`config.mk`:
```
export PLATFORM = sky130hd
export DESIGN_NAME = bti_ram
export DESIGN_NICKNAME = d
export VERILOG_FILES = /design/src/sv/assert_macros.svh /design/src/sv/bti_ram.sv
export SDC_FILE = /design/constraint.sdc
export NUM_CORES = 2
export LEC_CHECK = 0
export BUFFER_PORTS_ARGS = -buffer_cell sky130_fd_sc_hd__buf_2
export CAP_MARGIN = 30
export CELL_PAD_IN_SITES_DETAIL_PLACEMENT = 0
export CELL_PAD_IN_SITES_GLOBAL_PLACEMENT = 2
export CORE_ASPECT_RATIO = 1.2
export CORE_MARGIN = 3
export CORE_UTILIZATION = 30
export DETAILED_ROUTE_END_ITERATION = 10
export GPL_TIMING_DRIVEN = 0
export PLACE_DENSITY = 0.59
export SYNTH_ARGS = -nofsm -noshare
export SYNTH_HDL_FRONTEND = slang
export SYNTH_SLANG_ARGS = --single-unit
```
`constraint.sdc`:
```
create_clock -name clk -period 3.1 [get_ports clk]
set_input_delay 0.31 -clock clk [delete_from_list [all_inputs] [get_ports clk]]
set_output_delay 0.31 -clock clk [all_outputs]
set_load 0.05 [all_outputs]
```
`src/sv/assert_macros.svh`:
```
// Assertion macros used by the top level of the interpolator.
`ifndef ASSERT_MACROS_SVH
`define ASSERT_MACROS_SVH

// Check that cons holds in the cycle where ante holds.
`define ASSERT_IMPL(label, ante, cons, msg) \
	label: assert property (@(posedge clk) disable iff (!arst_n) (ante) |-> (cons)) \
		else $error(msg);

// Check that cons holds in the cycle after ante holds.
`define ASSERT_NEXT(label, ante, cons, msg) \
	label: assert property (@(posedge clk) disable iff (!arst_n) (ante) |=> (cons)) \
		else $error(msg);

`endif

```
`src/sv/bti_ram.sv`:
```
// Generic single-port-write, single-port-read RAM with registered read data.
module bti_ram #(
	parameter int WIDTH = 16,
	parameter int DEPTH = 256,
	localparam int AW = (DEPTH > 1) ? $clog2(DEPTH) : 1
) (
	input  logic             clk,
	input  logic             we,
	input  logic [AW-1:0]    waddr,
	input  logic [WIDTH-1:0] wdata,
	input  logic [AW-1:0]    raddr,
	output logic [WIDTH-1:0] rdata
);

	logic [WIDTH-1:0] mem [DEPTH];

	always_ff @(posedge clk) begin
		if (we) begin
			mem[waddr] <= wdata;
		end
		rdata <= mem[raddr];
	end

endmodule

```
=== After elaboration in Yosys (flattened, before gate mapping) ===
Memories as Yosys holds them, arrays and structs flattened. A register that Yosys moved wholly into a read port is not among the register bits.
Cells that the tools add are included.

* Mux-type cells: 2

{| class="wikitable"
|+ Operator list
! kind !! number
|-
| $mux W1 || 2
|}

* Register bits after elaboration: 0
* Bits in writable memories: 4,096
* Output and inout port bits: 16
* Logic and storage cells: 3
* Memories kept: 1

{| class="wikitable"
|+ Memories
! name !! depth !! width !! rd ports !! clocked after memory_dff !! write ports !! RTL line !! text
|-
| mem || 256 || 16 || 1 || 1 || 1 || bti_ram.sv:15 || <nowiki>logic [WIDTH-1:0] mem [DEPTH];</nowiki>
|}

=== Depth between registers and ports, before layout ===
* Depth in word-level cells: 2
* Depth in mapped cells: 12

=== Worst setup path after synthesis ===
Ideal clock, no wire load.

* Path kind: input -> register
* Start point: input waddr[3]
* End point: memory mem[235][0] (enable)
* Setup time: 0.388 ns
* Arrival: 2.087 ns
* Required time: 2.712 ns
* Setup slack: 0.625 ns
* Stages: 6
* Path through: clkbuf_1 nor2b_1 clkbuf_1 nand4_1 clkbuf_1 nor2_1

{| class="wikitable"
|+ RTL lines
! what !! RTL line !! text
|-
| start: declaration || bti_ram.sv:9 || <nowiki>input logic [AW-1:0] waddr,</nowiki>
|-
| end: declaration || bti_ram.sv:15 ||
|}

Straight into the memory's write port.

==> flow_metrics.tcl <==
set metrics [dict create \
    p_leak_nw 59.5 \
    grt_pass1_vias 83254 \
    yosysMostFrequentCell "edfxtp_1" \
    clock.fmax_ghz 0.306 \
    finalInstanceArea_um2 190000 \
    synth_edf_count 4096 \
    status "complete, but fails checks" \
    yosysWarnings 0 \
    cts-root-buf "clkbuf_16" \
    synth_common_cells "edfxtp_1 (4096), mux4_2 (797), mux2i_1 (565)" \
    layout-drive-gt1-share_pct 30.3 \
    syn-cell-area_um2 159000 \
    worstPathCellList "buf_2, or2_1, buf_2, buf_4, buf_2, o221ai_1, a21oi_1, nor3_4, o32ai_1, buf_4, nor4_2, buf_2" \
    dp.cells 14845 \
    final.setup.worst_slack_ns -0.173 \
    portBuffers 39 \
    die_y_um 803 \
    cap_viol_max_count 0 \
    worstSetupStartpointType "input port" \
    combPwrFrac_pct 6.3 \
    cell_internal_pwr_mw 92.7 \
    nets 8283 \
    max_slew_margin_pct 30.1 \
    netlist_instances 7360 \
    synthFlopType "edfxtp_1" \
    slew_violations 0 \
    via_count 81810 \
    yosys.area.top_type "edfxtp_1" \
    synth.avg_cell_area_um2 21.6 \
    p_clk_share_pct 42.5 \
    viasPerCell 5.22 \
    post-dp-hpwl_um 393000 \
    htree_num_levels 5 \
    antenna_found_initial 40 \
    fin_cells 15685 \
    worst_pin_slew_ns 1.05 \
    power.total_mw 120 \
    synth_nets 7394 \
    finalClockSkew_ns 0.0726 \
    powerDensity_nw_per_um2 631 \
    grt_usage_pct 20.0 \
    wire_per_inst_um 35.1 \
    post-route-util_pct 36.1 \
    grt_overflow 0 \
    synthArstFlopShare_pct 0 \
    vdd_drop_max_mv 0.561 \
    seq_area_frac_synth_pct 77.7 \
    hp-class "in -> reg" \
    clk_pin_slew_ns 0.06 \
    clock_path_buffers 4 \
    wirelength_um 551000 \
    drtIter0Drc 9546 \
    path_max_fanout 10 \
    syn2layout_area_growth_pct 19.8 \
    cp_top_family "buffers and inverters" \
    dieArea_um2 538000 \
    gp_congestion 0.944 \
    period_needed_ns 3.27 \
    switchingPower_mw 27.2 \
    rsz0062_at_grt "true" \
    swShare_pct 22.7 \
    crit_arrival_ns 4.22 \
    io_pins 50 \
    start_util_pct 30.1 \
    cts_tree "yes" \
    coreArea_um2 527000 \
    chipWidth_um 670 \
    grt_max_degree 142 \
    cp.required_ns 4.04 \
    clock_sinks 4112 \
    dpl_cell_area_um2 175000 \
    worst_path_max_delay_cell "nor3_4" \
    ys_ff_latch 4112 \
    hold_viol_final 0 \
    synth_top_area_share_pct 77.5 \
    synth_area_leaders "edfxtp_1 (77%), mux4_2 (11%), mux2i_1 (3.6%), o221ai_1 (1.4%), nor2_1 (0.72%)" \
    clk_latency_ns 1.02 \
    cpMostUsedCell "buf_2" \
    cpPeakStageDelay_ns 0.57 \
    ys_types 52 \
    whs_ns 0.217 \
    first_pass_iters 5 \
    endpoint_kind "flop" \
    cts-buffers-inserted 434 \
    fp-row-count 292 \
    grt_pass1_wl_um 738000 \
    violations "setup timing" \
    fin_crit_sh_pct 106 \
    path_buf_inv 6 \
    antenna_left 0 \
    power_frac_seq_pct 51.2 \
    drc 0 \
    crit_type "in -> reg" \
    setup_viol 9 \
]
## worst register-to-register path, cell delays in order, from the launching register on
cell and delay, ns:
edfxtp_1 0.35, mux4_2 0.52, mux4_2 0.57, a22o_1 0.42
o32ai_1 0.56, buf_4 0.28, nor4_2 0.09, buf_2 0.22
## flip-flops by register name, summed over array words and instances, names as in the netlist
register / flops
mem: 4096
rdata: 16
## final timing paths
path                          start                     to  slack (ns)  depth (start not counted)
max                        raddr[2]       rdata[7]$_DFF_P_       -0.17                         12
min                        waddr[7]  mem[253][1]$_DFFE_PP_        0.22                          3
max reg2reg    mem[51][3]$_DFFE_PP_       rdata[3]$_DFF_P_       -0.07                          7
min reg2reg  mem[216][11]$_DFFE_PP_      rdata[11]$_DFF_P_        1.25                          6
## area by class of cell
| cell class | count | area, µm² |
|---|---|---|
| fill | 48613 | 337000 |
| sequential | 4112 | 123000 |
| multi-input combinational | 2792 | 34200 |
| clock buffer | 542 | 11500 |
| tap | 7056 | 8830 |
| timing repair buffer | 455 | 6930 |
| buffer | 450 | 2980 |
| clock inverter | 254 | 2310 |
| antenna | 20 | 50.0 |
| inverter | 4 | 20.0 |
## per-layer routing
layer  vias up  global-route usage [%]  part of all wire [%]
met3       873                    3.12                   6.2
met1     44639                    24.5                    38
met4        16                    10.3                   6.3
li1      33159                       -                     -
met5         -                       0                 0.020
met2      3123                    34.3                    49
## repair_timing
| item | CTS | global route |
|---|---|---|
| pin swaps | 7 | 10 |
| hold buffers | 16 | 0 |
| endpoints found under the hold margin | 1090 | 0 |
| endpoints found under the setup margin | 16 | 55 |
| buffers inserted | 0 | 2 |
| resized for setup | 197 | 95 |
## cells in the final DEF (no fill, tap or decap), types with 90 or more instances in the layout
cell type and count:
edfxtp_1 4096, mux4_2 797, mux2i_1 565, clkbuf_16 443
buf_8 286, clkbuf_1 236, o221ai_1 233, nor2_2 232
a21oi_1 156, o22ai_1 142, buf_2 100, clkinv_1 97
clkinv_2 90
## power groups by stage
stage / Sequential, mW / Clock (mW) / Combinational (mW)
after floorplan: 62.6 / 0 / 3.02
after global placement: 62.8 / 0 / 6.85
after detailed placement: 62.5 / 0 / 7.41
after CTS: 61.3 / 51.9 / 7.56
after global routing: 61.3 / 54.2 / 7.76
final: 61.3 / 51.0 / 7.55
## cell families (layout without fill, tap and decap cells)
family | count (synthesis) | after routing | share of synthesized area, %
AOI/OAI and AO/OA | 786 | 786 | 3.54
buffers and inverters | 456 | 1705 | 1.69
DFF | 4112 | 4112 | 77.7
muxes | 1450 | 1450 | 15.5
other | 0 | 20 | 0
and+or+nand+nor | 556 | 556 | 1.57
## stage by stage
stage          worst slack (ns)  TNS [ns]
4_1_cts                -0.00829  -0.00846
2_1_floorplan             0.625         0
6_report                 -0.173    -0.817
5_1_grt                -0.00165  -0.00165
3_5_place_dp              -2.42   -807.18
3_3_place_gp              -4.50         -
Note: power is estimated with default switching activity, not from simulation.
