==> src/sv/assert_macros.svh <==
// Assertion macros used by the top level of the interpolator.
`ifndef ASSERT_MACROS_SVH
`define ASSERT_MACROS_SVH

// Check that cons holds in the cycle where ante holds.
`define ASSERT_IMPL(label, ante, cons, msg) \
	label: assert property (@(posedge clk) disable iff (!arst_n) (ante) |-> (cons)) \
		else $error(msg);

// Check that cons holds in the cycle after ante holds.
`define ASSERT_NEXT(label, ante, cons, msg) \
	label: assert property (@(posedge clk) disable iff (!arst_n) (ante) |=> (cons)) \
		else $error(msg);

`endif

==> src/sv/bti_pkg.sv <==
// Types, widths and codes shared by the bilinear table interpolator files.
package bti_pkg;

	localparam int WORD_W     = 16;
	localparam int CMD_W      = 2;
	localparam int ROW_IDX_W  = 3;
	localparam int COL_IDX_W  = 4;
	localparam int ROWS_W     = 4;
	localparam int COLS_W     = 5;
	localparam int CFG_IDX_W  = 1;
	localparam int CFG_DATA_W = 5;

	localparam logic [CMD_W-1:0] CMD_LOAD_GRID = 2'd0;
	localparam logic [CMD_W-1:0] CMD_LOAD_ROW  = 2'd1;
	localparam logic [CMD_W-1:0] CMD_LOAD_COL  = 2'd2;
	localparam logic [CMD_W-1:0] CMD_QUERY     = 2'd3;

	localparam logic [CFG_IDX_W-1:0] REG_ROWS = 1'b0;
	localparam logic [CFG_IDX_W-1:0] REG_COLS = 1'b1;

	localparam logic [ROWS_W-1:0] ROWS_RST = 4'd6;
	localparam logic [COLS_W-1:0] COLS_RST = 5'd15;

	typedef logic [WORD_W-1:0] word_t;

	typedef struct packed {
		word_t x;
		word_t x0;
		word_t x1;
		word_t f0;
		word_t f1;
	} blend_req_t;

	typedef struct packed {
		logic  busy;
		logic  done;
		word_t value;
	} blend_sts_t;

endpackage

==> src/sv/bti_blend.sv <==
// Shared blend unit: one multiply, then a bit-serial rounded division.
module bti_blend import bti_pkg::*; (
	input  logic       clk,
	input  logic       arst_n,
	input  logic       start,
	input  blend_req_t req,
	output blend_sts_t sts
);

	localparam int W     = WORD_W;
	localparam int CNT_W = $clog2(W);

	localparam logic [2:0] B_IDLE = 3'd0;
	localparam logic [2:0] B_MUL  = 3'd1;
	localparam logic [2:0] B_ADD  = 3'd2;
	localparam logic [2:0] B_DIV  = 3'd3;
	localparam logic [2:0] B_FIN  = 3'd4;

	logic [2:0]       st_q;
	logic [CNT_W-1:0] cnt_q;
	logic             done_q;
	word_t            dx_q;
	word_t            off_q;
	word_t            df_q;
	word_t            f0_q;
	logic             neg_q;
	logic [2*W-1:0]   prod_q;
	word_t            rem_q;
	word_t            sh_q;
	word_t            value_q;

	logic [2*W:0]     num;
	logic [W:0]       trial;
	logic [W:0]       diff;
	logic             fits;
	word_t            rem_nx;

	always_comb begin
		num    = {1'b0, prod_q} + {{(W+1){1'b0}}, dx_q >> 1};
		trial  = {rem_q, sh_q[W-1]};
		diff   = trial - {1'b0, dx_q};
		fits   = trial >= {1'b0, dx_q};
		rem_nx = fits ? diff[W-1:0] : trial[W-1:0];
	end

	always_ff @(posedge clk or negedge arst_n) begin
		if (!arst_n) begin
			st_q   <= B_IDLE;
			cnt_q  <= '0;
			done_q <= 1'b0;
		end else begin
			done_q <= 1'b0;
			unique case (st_q)
				B_IDLE: begin
					if (start) begin
						st_q <= B_MUL;
					end
				end
				B_MUL: st_q <= B_ADD;
				B_ADD: begin
					cnt_q <= '0;
					st_q  <= B_DIV;
				end
				B_DIV: begin
					cnt_q <= cnt_q + 1'b1;
					if (cnt_q == CNT_W'(W - 1)) begin
						st_q <= B_FIN;
					end
				end
				B_FIN: begin
					done_q <= 1'b1;
					st_q   <= B_IDLE;
				end
				default: st_q <= B_IDLE;
			endcase
		end
	end

	always_ff @(posedge clk) begin
		if (st_q == B_IDLE && start) begin
			dx_q  <= req.x1 - req.x0;
			off_q <= req.x - req.x0;
			neg_q <= req.f1 < req.f0;
			df_q  <= (req.f1 < req.f0) ? req.f0 - req.f1 : req.f1 - req.f0;
			f0_q  <= req.f0;
		end
		if (st_q == B_MUL) begin
			prod_q <= df_q * off_q;
		end
		if (st_q == B_ADD) begin
			rem_q <= num[2*W-1:W];
			sh_q  <= num[W-1:0];
		end
		if (st_q == B_DIV) begin
			rem_q <= rem_nx;
			sh_q  <= {sh_q[W-2:0], fits};
		end
		if (st_q == B_FIN) begin
			value_q <= neg_q ? f0_q - sh_q : f0_q + sh_q;
		end
	end

	assign sts.busy  = st_q != B_IDLE;
	assign sts.done  = done_q;
	assign sts.value = value_q;

endmodule

==> config.mk <==
export PLATFORM = sky130hd
export DESIGN_NAME = bti_blend
export DESIGN_NICKNAME = d
export VERILOG_FILES = /design/src/sv/assert_macros.svh /design/src/sv/bti_pkg.sv /design/src/sv/bti_blend.sv
export SDC_FILE = /design/constraint.sdc
export NUM_CORES = 1
export LEC_CHECK = 0
export BUFFER_PORTS_ARGS = -buffer_cell sky130_fd_sc_hd__buf_2
export CAP_MARGIN = 10
export CORE_UTILIZATION = 49
export DETAILED_ROUTE_END_ITERATION = 16
export GPL_TIMING_DRIVEN = 1
export PLACE_DENSITY = 0.69
export SETUP_SLACK_MARGIN = 0.2
export SKIP_CTS_REPAIR_TIMING = 1
export SLEW_MARGIN = 20
export SYNTH_ARGS = -nofsm -noshare
export SYNTH_HDL_FRONTEND = slang
export SYNTH_SLANG_ARGS = --single-unit
==> constraint.sdc <==
create_clock -name clk -period 6.6 [get_ports clk]
set_clock_uncertainty 0.2 [all_clocks]
set_input_delay 1.32 -clock clk [delete_from_list [all_inputs] [get_ports clk]]
set_output_delay 1.32 -clock clk [all_outputs]
set_load 0.01 [all_outputs]
Word-level counts from Yosys, hierarchy flattened. Cells that the tools add are included.

Bits in registers: 153. Bits in latches: 0. Memory bits (writable): 0. Memory bits (read-only): 0. Input port bits: 83. Output and inout port bits: 18. Logic and storage cells: 48. Memories kept: 0.

Add/sub/neg operators: 9. $mul: 1. Divide/modulo/power cells: 0. $lt $le $gt $ge: 2. Eq/ne operators: 7. Shift-type cells: 0. Multiplexer cells: 12. Bitwise operators: 0. Reduce and logical (&&, ||, !) cells: 5.

Operator list (number): 2-to-1 mux 16 bit (7); subtractor 16 bit (6); adder 32 x 15 -> 32 bit (1); multiplier 16 x 16 -> 32 bit (1); >= comparator 17 x 16 -> 1 bit (1); adder 16 bit (1); less-than comparator 16 bit (1); one-hot mux 3 bit (4 select lines) (1); one-hot mux 4 bit (2 select lines) (1); == test 3 x 2 -> 1 bit (second input constant) (2); 2-to-1 mux 3 bit (2); adder 4 x 1 -> 4 bit (second input constant) (1); == test 4 bit (second input constant) (1); != test 2 bit (second input constant) (2); == test 3 x 1 -> 1 bit (second input constant) (1); == test 3 bit (second input constant) (1); zero test 3 bit (1); nonzero test 3 bit (1); AND reduction 2 bit (1); nonzero test 2 bit (1); logical AND 1 bit (1); 2-to-1 mux 1 bit (1).

Depth between registers and ports, before layout. Gate-level depths: netlist of the first run.

Depth after elaboration: 3. Mapped depth: 22. Depth with buffers taken out: 21.

Worst setup path after synthesis of the first run. No wires, ideal clock.

Kind: register to register. From: reg off_q[1]. To: reg prod_q[31], data pin. Setup time: 0.258 ns. Arrival: 5.689 ns. Required time: 6.142 ns. Setup slack: 0.453 ns. Stages on the path, launching flop included: 21. Cells stage by stage: edfxtp_1 > clkbuf_1 > nand2_1 > fa_1 > fa_1 > fa_1 > fa_1 > inv_1 > fa_1 > inv_1 > fa_1 > inv_1 > ha_1 > and3_1 > nand3_1 > o211ai_1 > o311ai_1 > o21ai_0 > a41o_1 > o221a_2 > xnor2_1.

Word-level cells in the longest chain between the ends: 1.

RTL lines: start, declared (line bti_blend.sv:23) `word_t off_q;`; start signal, assigned (line bti_blend.sv:82) `off_q <= req.x - req.x0;`; multiplier 16 x 16 -> 32 bit (line bti_blend.sv:88) `prod_q <= df_q * off_q;`; end signal, assigned (line bti_blend.sv:88); end, declared (line bti_blend.sv:27) `logic [2*W-1:0] prod_q;`.

No other way between the ends. A chain may end at the register's enable or synchronous reset.

Final worst setup path of the first run.
From: reg df_q[4]. To: reg prod_q[24], data pin.

Word-level cells in the longest chain between the ends: 1.

RTL lines: start, declared (line bti_blend.sv:24) `word_t df_q;`; start signal, assigned (line bti_blend.sv:84) `df_q <= (req.f1 < req.f0) ? req.f0 - req.f1 : req.f1 - req.f0;`; multiplier 16 x 16 -> 32 bit (line bti_blend.sv:88).

No other way between the ends.

==> metrics, run 1 <==
clk buf depth=2; CTS Buf Count=17; dpl cells=2661; sequential share of power=0.268; Most used DFF post-synth=edfxtp_1; post-synthesis cell count=a little over 2000; status=complete, no violations; initial antenna violation count=1; Yosys Warn Count=0; EDFF count, synth=between 100 and 150; fin area=about 0.022 mm2; Avg WL per Cell=around 19 um; Avg Cell Area, Syn=between 9 and 10 um2; H-tree depth=4; DRC viols=0; data required time of the critical path=6600 ps; first-pass GRT wire length=between 70 and 80 mm; clock power share=0.177; period utilisation layout=0.942; Initial Util=0.498; pwr dens=between 200 and 300 mW/mm2; pre-CTS WS=between 40 and 50 ps; peak fanout along the critical path=7; slew of the pin with the lowest slew margin=1080 ps; crit path launch type=flip-flop; fmax=0.161 GHz; CTS tree=yes; Worst IR Drop VDD=~0.25 mV; I/O pins=101; number of fill cells=3376; First-pass DRT Iterations=6; Post-DP Area=0.0206 mm2; core area=a little under 0.04 mm2; Max Cap Viol=0; M2 GR Usage=0.421; # nets final=2707; Clock transition at path regs=around 80 ps; fin. max-slew vios=0; grt total ovfl=0; final cell count without fillers=about 2700; placer congestion estimate=approximately 0.93; Leak=10.3 nW; arrival time at the worst endpoint=about 6200 ps; Syn Nets=approximately 2600; RSZ-0062 raised after global routing=no; hpwl dp=between 40 and 50 mm; #FFs+latches synth=153; setup ws final=roughly 380 ps; final WL=51.4 mm; clock latency on the worst-skew pair=roughly 460 ps; worst hold path type=reg2reg; IO Port Bufs=100; Vias=14923; largest net degree at the start of global routing=62; setup_tns=0 ps; Distinct cells, synth=between 70 and 80; DR vias/cell=between 5 and 6; met3 Use GR=0.0422; root buf cell=clkbuf_16; die footprint=around 0.04 mm2; multi-input logic area=0.0134 mm2; chip height=about 200 um; final setup fails=0; Sw Share=0.420; M1 GR Usage=0.330; Gate power share=0.555; Setup CP Type=reg2reg; Die W=between 200 and 250 um; Hold Fails Final Rpt=0; post-synthesis sequential area ratio=0.236; Mapped Area=roughly 0.019 mm2; Post-DRT Antenna Nets=0; Int Pwr=approximately 3.5 mW; Tmin final=6220 ps; GRT Util Overall=0.256; clk sinks=around 150; CP endpoint kind=flip-flop; Net Switching=roughly 2.6 mW; Rows=72; layout cells sized above 1=0.119; register area=between 0.004 and 0.005 mm2; Layout area overhead=12.6%; initial detailed-routing violation count=between 900 and 1000; vias in the first global route=between 10000 and 15000; ys async rst share=0.0523; Top Usage Layer GRT=met2; Slew headroom=0.272
worst max-delay path: stages, from the launching register on:
cell      delay [ps]
edfxtp_1         560
buf_4            230
and2_1           170
fa_1             540
inv_1             50
fa_1             470
inv_1             40
ha_1             190
fa_1             470
fa_1             520
fa_1             520
ha_2             320
a211o_1          270
a211o_1          280
nor4bb_4         170
or3_4            350
a21oi_2          170
o21ai_1          110
a41oi_2          230
xnor2_1           90
sequential cells by signal, summed over array words and instances (netlist names):
name     flops
value_q     16
f0_q        16
off_q       16
sh_q        16
prod_q      32
df_q        16
done_q       1
cnt_q        4
neg_q        1
rem_q       16
st_q         3
dx_q        16
cell usage in the layout, fill, tap and decap left out, types with 86 or more instances in the layout:
cell and n:
a21oi_1 102, ha_1 206, nor2_1 90, fa_1 200
xnor2_1 86, inv_1 344, and2_1 129, edfxtp_1 145
buf_2 101, nand2_1 208
area by class of cell:
| cell class | count | area share |
|---|---|---|
| multi-input cells | 1502 | 0.616 |
| flip-flops and latches | 153 | 0.210 |
| inverters | 344 | 0.0594 |
| repair buffers | 192 | 0.0558 |
| well taps | 518 | 0.0298 |
| clock buffers | 22 | 0.0244 |
| clock inverters | 10 | 0.00495 |
| diodes | 1 | 0.000115 |
logic make-up after synthesis:
group,after synthesis,synth area share
simple gates,587,0.149
fa+ha+maj,414,0.347
buf+inv,399,0.0793
compound gates,345,0.116
flops,153,0.236
xor+xnor,127,0.0576
mux,29,0.0152
path summary, 6_finish.rpt:
kind | start | endpoint | slack [ps] | cells past startpoint
max in group asynchronous | arst_n | cnt_q[0] | 5530 | 1
min in group asynchronous | arst_n | cnt_q[1] | 490 | 1
hold / removal | cnt_q[1] | cnt_q[1] | 320 | 2
hold reg to reg | cnt_q[1] | cnt_q[1] | 320 | 2
setup reg to reg | df_q[4] | prod_q[24] | 380 | 19
setup / recovery | df_q[4] | prod_q[24] | 380 | 19
layer usage:
layer  share of wire  vias up  wire length (um)
li1                -     7103                 -
met4           0.045        0              2290
met1            0.43     7252             21800
met3           0.057      103              2940
met5               0        -                 0
met2            0.47      465             24300
power groups by stage:
| stage | Clock, mW | Sequential [mW] | Combinational, mW |
|---|---|---|---|
| after floorplan | 0 | 1.59 | 2.41 |
| after global placement | 0 | 1.64 | 3.09 |
| after detailed placement | 0 | 1.65 | 3.16 |
| after CTS | 1.08 | 1.63 | 3.19 |
| after global routing | 1.12 | 1.65 | 3.75 |
| final | 1.07 | 1.63 | 3.37 |
synthesized netlist by cell type (3+ instances only):
cell	number	area share
nor3_1	29	0.0075
a21boi_0	12	0.0047
o31a_1	5	0.0023
mux2i_1	27	0.014
xnor2_1	86	0.039
nand4_1	8	0.0026
clkbuf_1	47	0.0091
and4_1	3	0.0014
o21bai_1	9	0.0035
fa_1	201	0.21
nor2_1	92	0.018
a211o_1	11	0.0050
a211oi_1	5	0.0019
or3_1	13	0.0042
xor2_1	41	0.019
nand2_1	209	0.041
nor4_1	6	0.0019
o31ai_1	4	0.0016
or2_2	5	0.0016
a311oi_1	3	0.0014
dfrtp_1	8	0.010
edfxtp_1	145	0.23
nand2b_1	12	0.0039
inv_1	344	0.067
ha_1	213	0.14
nor3b_1	3	0.0012
buf_6	3	0.0018
o211ai_1	10	0.0039
o21a_1	16	0.0062
o2111ai_1	5	0.0023
a21o_1	40	0.016
nand3b_1	3	0.0012
nor2b_1	27	0.0088
and2_1	132	0.043
o21ai_0	72	0.019
a21oi_1	104	0.027
and3_1	15	0.0049
nand3_1	24	0.0062
a41oi_1	5	0.0023
a31oi_1	11	0.0036
per-stage QoR:
step                      hold WS (ps)  power, mW  utilization
after floorplan                    266       4.00            -
after global placement             285       4.73        0.531
after detailed placement           304       4.81        0.531
after CTS                          320       5.90        0.548
after global routing               351       6.51        0.561
final                              319       6.07        0.561
No activity file was read; power rests on OpenSTA's default activity.
==> run 2: changes to the inputs <==
--- a/config.mk
+++ b/config.mk
@@ -7,10 +7,12 @@
 export LEC_CHECK = 0
 export BUFFER_PORTS_ARGS = -buffer_cell sky130_fd_sc_hd__buf_2
 export CAP_MARGIN = 10
-export CORE_UTILIZATION = 49
+export CELL_PAD_IN_SITES_DETAIL_PLACEMENT = 1
+export CELL_PAD_IN_SITES_GLOBAL_PLACEMENT = 2
+export CORE_UTILIZATION = 37
 export DETAILED_ROUTE_END_ITERATION = 16
 export GPL_TIMING_DRIVEN = 1
-export PLACE_DENSITY = 0.69
+export PLACE_DENSITY_LB_ADDON = 0.1
 export SETUP_SLACK_MARGIN = 0.2
 export SKIP_CTS_REPAIR_TIMING = 1
 export SLEW_MARGIN = 20
==> constraint.sdc (replaced) <==
create_clock -name clk -period 5.19 [get_ports clk]
set_clock_uncertainty 0.2 [all_clocks]
set_input_delay 1.038 -clock clk [delete_from_list [all_inputs] [get_ports clk]]
set_output_delay 1.038 -clock clk [all_outputs]
set_load 0.01 [all_outputs]
==> metrics, run 2 (synthesis results as in run 1) <==
DR vias/cell=5.06 (was 5.44); clock power share=0.154 (was 0.177); largest net degree at the start of global routing=35 (was 62); Top reg by flops=prod_q (unchanged); placer congestion estimate=0.853 (was 0.934); clk buf depth=2 (unchanged); clock latency on the worst-skew pair=490 ps (was 460 ps); commonest non-fill, non-tap cell in the layout=inv_1 (unchanged); final cell count without fillers=3002 (was 2742); first-pass GRT wire length=94.5 mm (was 79.9 mm); chip height=230 um (was 200 um); die footprint=0.0531 mm2 (was 0.0402 mm2); final WL=60.5 mm (was 51.4 mm); Initial Util=0.375 (was 0.498); slew of the pin with the lowest slew margin=1030 ps (was 1080 ps); sequential share of power=0.244 (was 0.268); fin area=0.0230 mm2 (was 0.0217 mm2); r2r setup slk=-1020 ps (was 380 ps); First-pass DRT Iterations=5 (was 6); initial detailed-routing violation count=606 (was 904); Tmin final=6210 ps (was 6220 ps); period utilisation layout=1.20 (was 0.942); Final Util=0.447 (was 0.561); core area=0.0514 mm2 (was 0.0387 mm2); Layout area overhead=19.0% (was 12.6%); Net Switching=3.66 mW (was 2.55 mW); number of fill cells=5895 (was 3376); CTS tree=yes (unchanged); setup ws final=-1020 ps (was 383 ps); initial antenna violation count=3 (was 1); final setup fails=22 (was 0); # nets final=2805 (was 2707); peak fanout along the critical path=5 (was 7); Setup CP Type=reg2reg (unchanged); fin. max-slew vios=0 (unchanged); most frequent cells in the layout=inv_1, nand2_1, ha_1 (unchanged); clk sinks=153 (unchanged); Clock transition at path regs=80 ps (about the same); Reg-to-Reg Start=off_q[4] (was df_q[4]); worst hold path type=in2async (was reg2reg); dpl cells=2951 (was 2661); total power draw=8.56 mW (was 6.07 mW); R2R depth=23 (was 19); status=finished with violations (was complete, no violations); IO Port Bufs=100 (unchanged); grt total ovfl=0 (unchanged); CP endpoint kind=flip-flop (unchanged); Leak=10.9 nW (was 10.3 nW); register area=0.00455 mm2 (unchanged); Sw Share=0.427 (was 0.420); Worst IR Drop VDD=0.213 mV (was 0.253 mV); pwr dens=373 mW/mm2 (was 279 mW/mm2); RSZ-0062 raised after global routing=yes (was no); vias in the first global route=16525 (was 14973); H-tree depth=4 (unchanged); CTS Buf Count=17 (unchanged); end of the worst register-to-register path=prod_q[31] (was prod_q[24]); crit path launch type=flip-flop (unchanged); Int Pwr=4.91 mW (was 3.52 mW); hpwl dp=51.3 mm (was 41.8 mm); failing checks=setup timing; multi-input logic area=0.0136 mm2 (was 0.0134 mm2); GRT Util Overall=0.234 (was 0.256); Post-DRT Antenna Nets=0 (unchanged); Avg WL per Cell=20.2 um (was 18.7 um); root buf cell=clkbuf_16 (unchanged); data required time of the critical path=5210 ps (was 6600 ps); Gate power share=0.602 (was 0.555); Hold Fails Final Rpt=0 (unchanged); Post-DP Area=0.0219 mm2 (was 0.0206 mm2); Die W=230 um (was 200 um); DRC viols=0 (unchanged); Max Cap Viol=0 (unchanged); I/O pins=101 (unchanged); Vias=15202 (was 14923); Slew headroom=0.312 (was 0.272); Rows=83 (was 72); arrival time at the worst endpoint=6230 ps (was 6220 ps); fmax=0.161 GHz (about the same); max reg flops=32 (unchanged); setup_tns=-15390 ps (was 0 ps); layout cells sized above 1=0.176 (was 0.119)
[run 2: how the worst max path moves through the flow]
stage	start	slack (ps)	depth (start not counted)	to
2_1_floorplan	off_q[4]	-710	21	prod_q[31]
6_report	off_q[4]	-1020	23	prod_q[31]
4_1_cts	df_q[12]	-1150	19	prod_q[30]
3_3_place_gp	df_q[12]	-1040	18	prod_q[28]
3_5_place_dp	df_q[12]	-1140	19	prod_q[30]
5_1_grt	off_q[4]	-1180	23	prod_q[31]
[run 2: metrics by stage]
step                      setup WS [ps]  hold slack, ps
final                             -1020             186
after global routing              -1180             179
after CTS                         -1150             162
after detailed placement          -1140             309
after global placement            -1040             285
after floorplan                    -706             266
[run 2: critical path, stage by stage (launching register included)]
cell,delay [ps]
edfxtp_1,510
buf_6,170
and2_4,130
fa_1,550
inv_2,40
fa_2,530
fa_2,440
fa_1,490
inv_1,50
fa_1,490
inv_2,40
fa_1,490
inv_2,50
ha_4,210
and3_4,190
nand3_2,70
o211ai_1,100
buf_4,160
o311ai_4,240
buf_6,170
o21ai_4,70
a41o_1,220
o221a_2,240
xnor2_1,120
[run 2: layer usage]
metal	track usage	vias to the layer above	wire [um]
li1	-	7291	-
met1	0.316	7652	28200
met2	0.386	196	29000
met3	0.0324	61	1710
met4	0.0784	2	1600
met5	0	-	14
[run 2: cell type report]
type,instances,area share
Sequential cell,153,0.198
Multi-Input combinational cell,1502,0.592
Inverter,344,0.0562
Antenna cell,1,0.000109
Timing Repair Buffer,290,0.0902
Clock inverter,12,0.00512
Tap cell,680,0.0370
Clock buffer,20,0.0209
[run 2: power by group through the flow]
stage	sequential, mW	combinational (mW)	clock, mW
4_1_cts	2.09	4.88	1.35
6_report	2.09	5.16	1.32
5_1_grt	2.12	5.70	1.39
3_5_place_dp	2.11	4.84	0
2_1_floorplan	2.02	3.18	0
3_3_place_gp	2.10	4.74	0
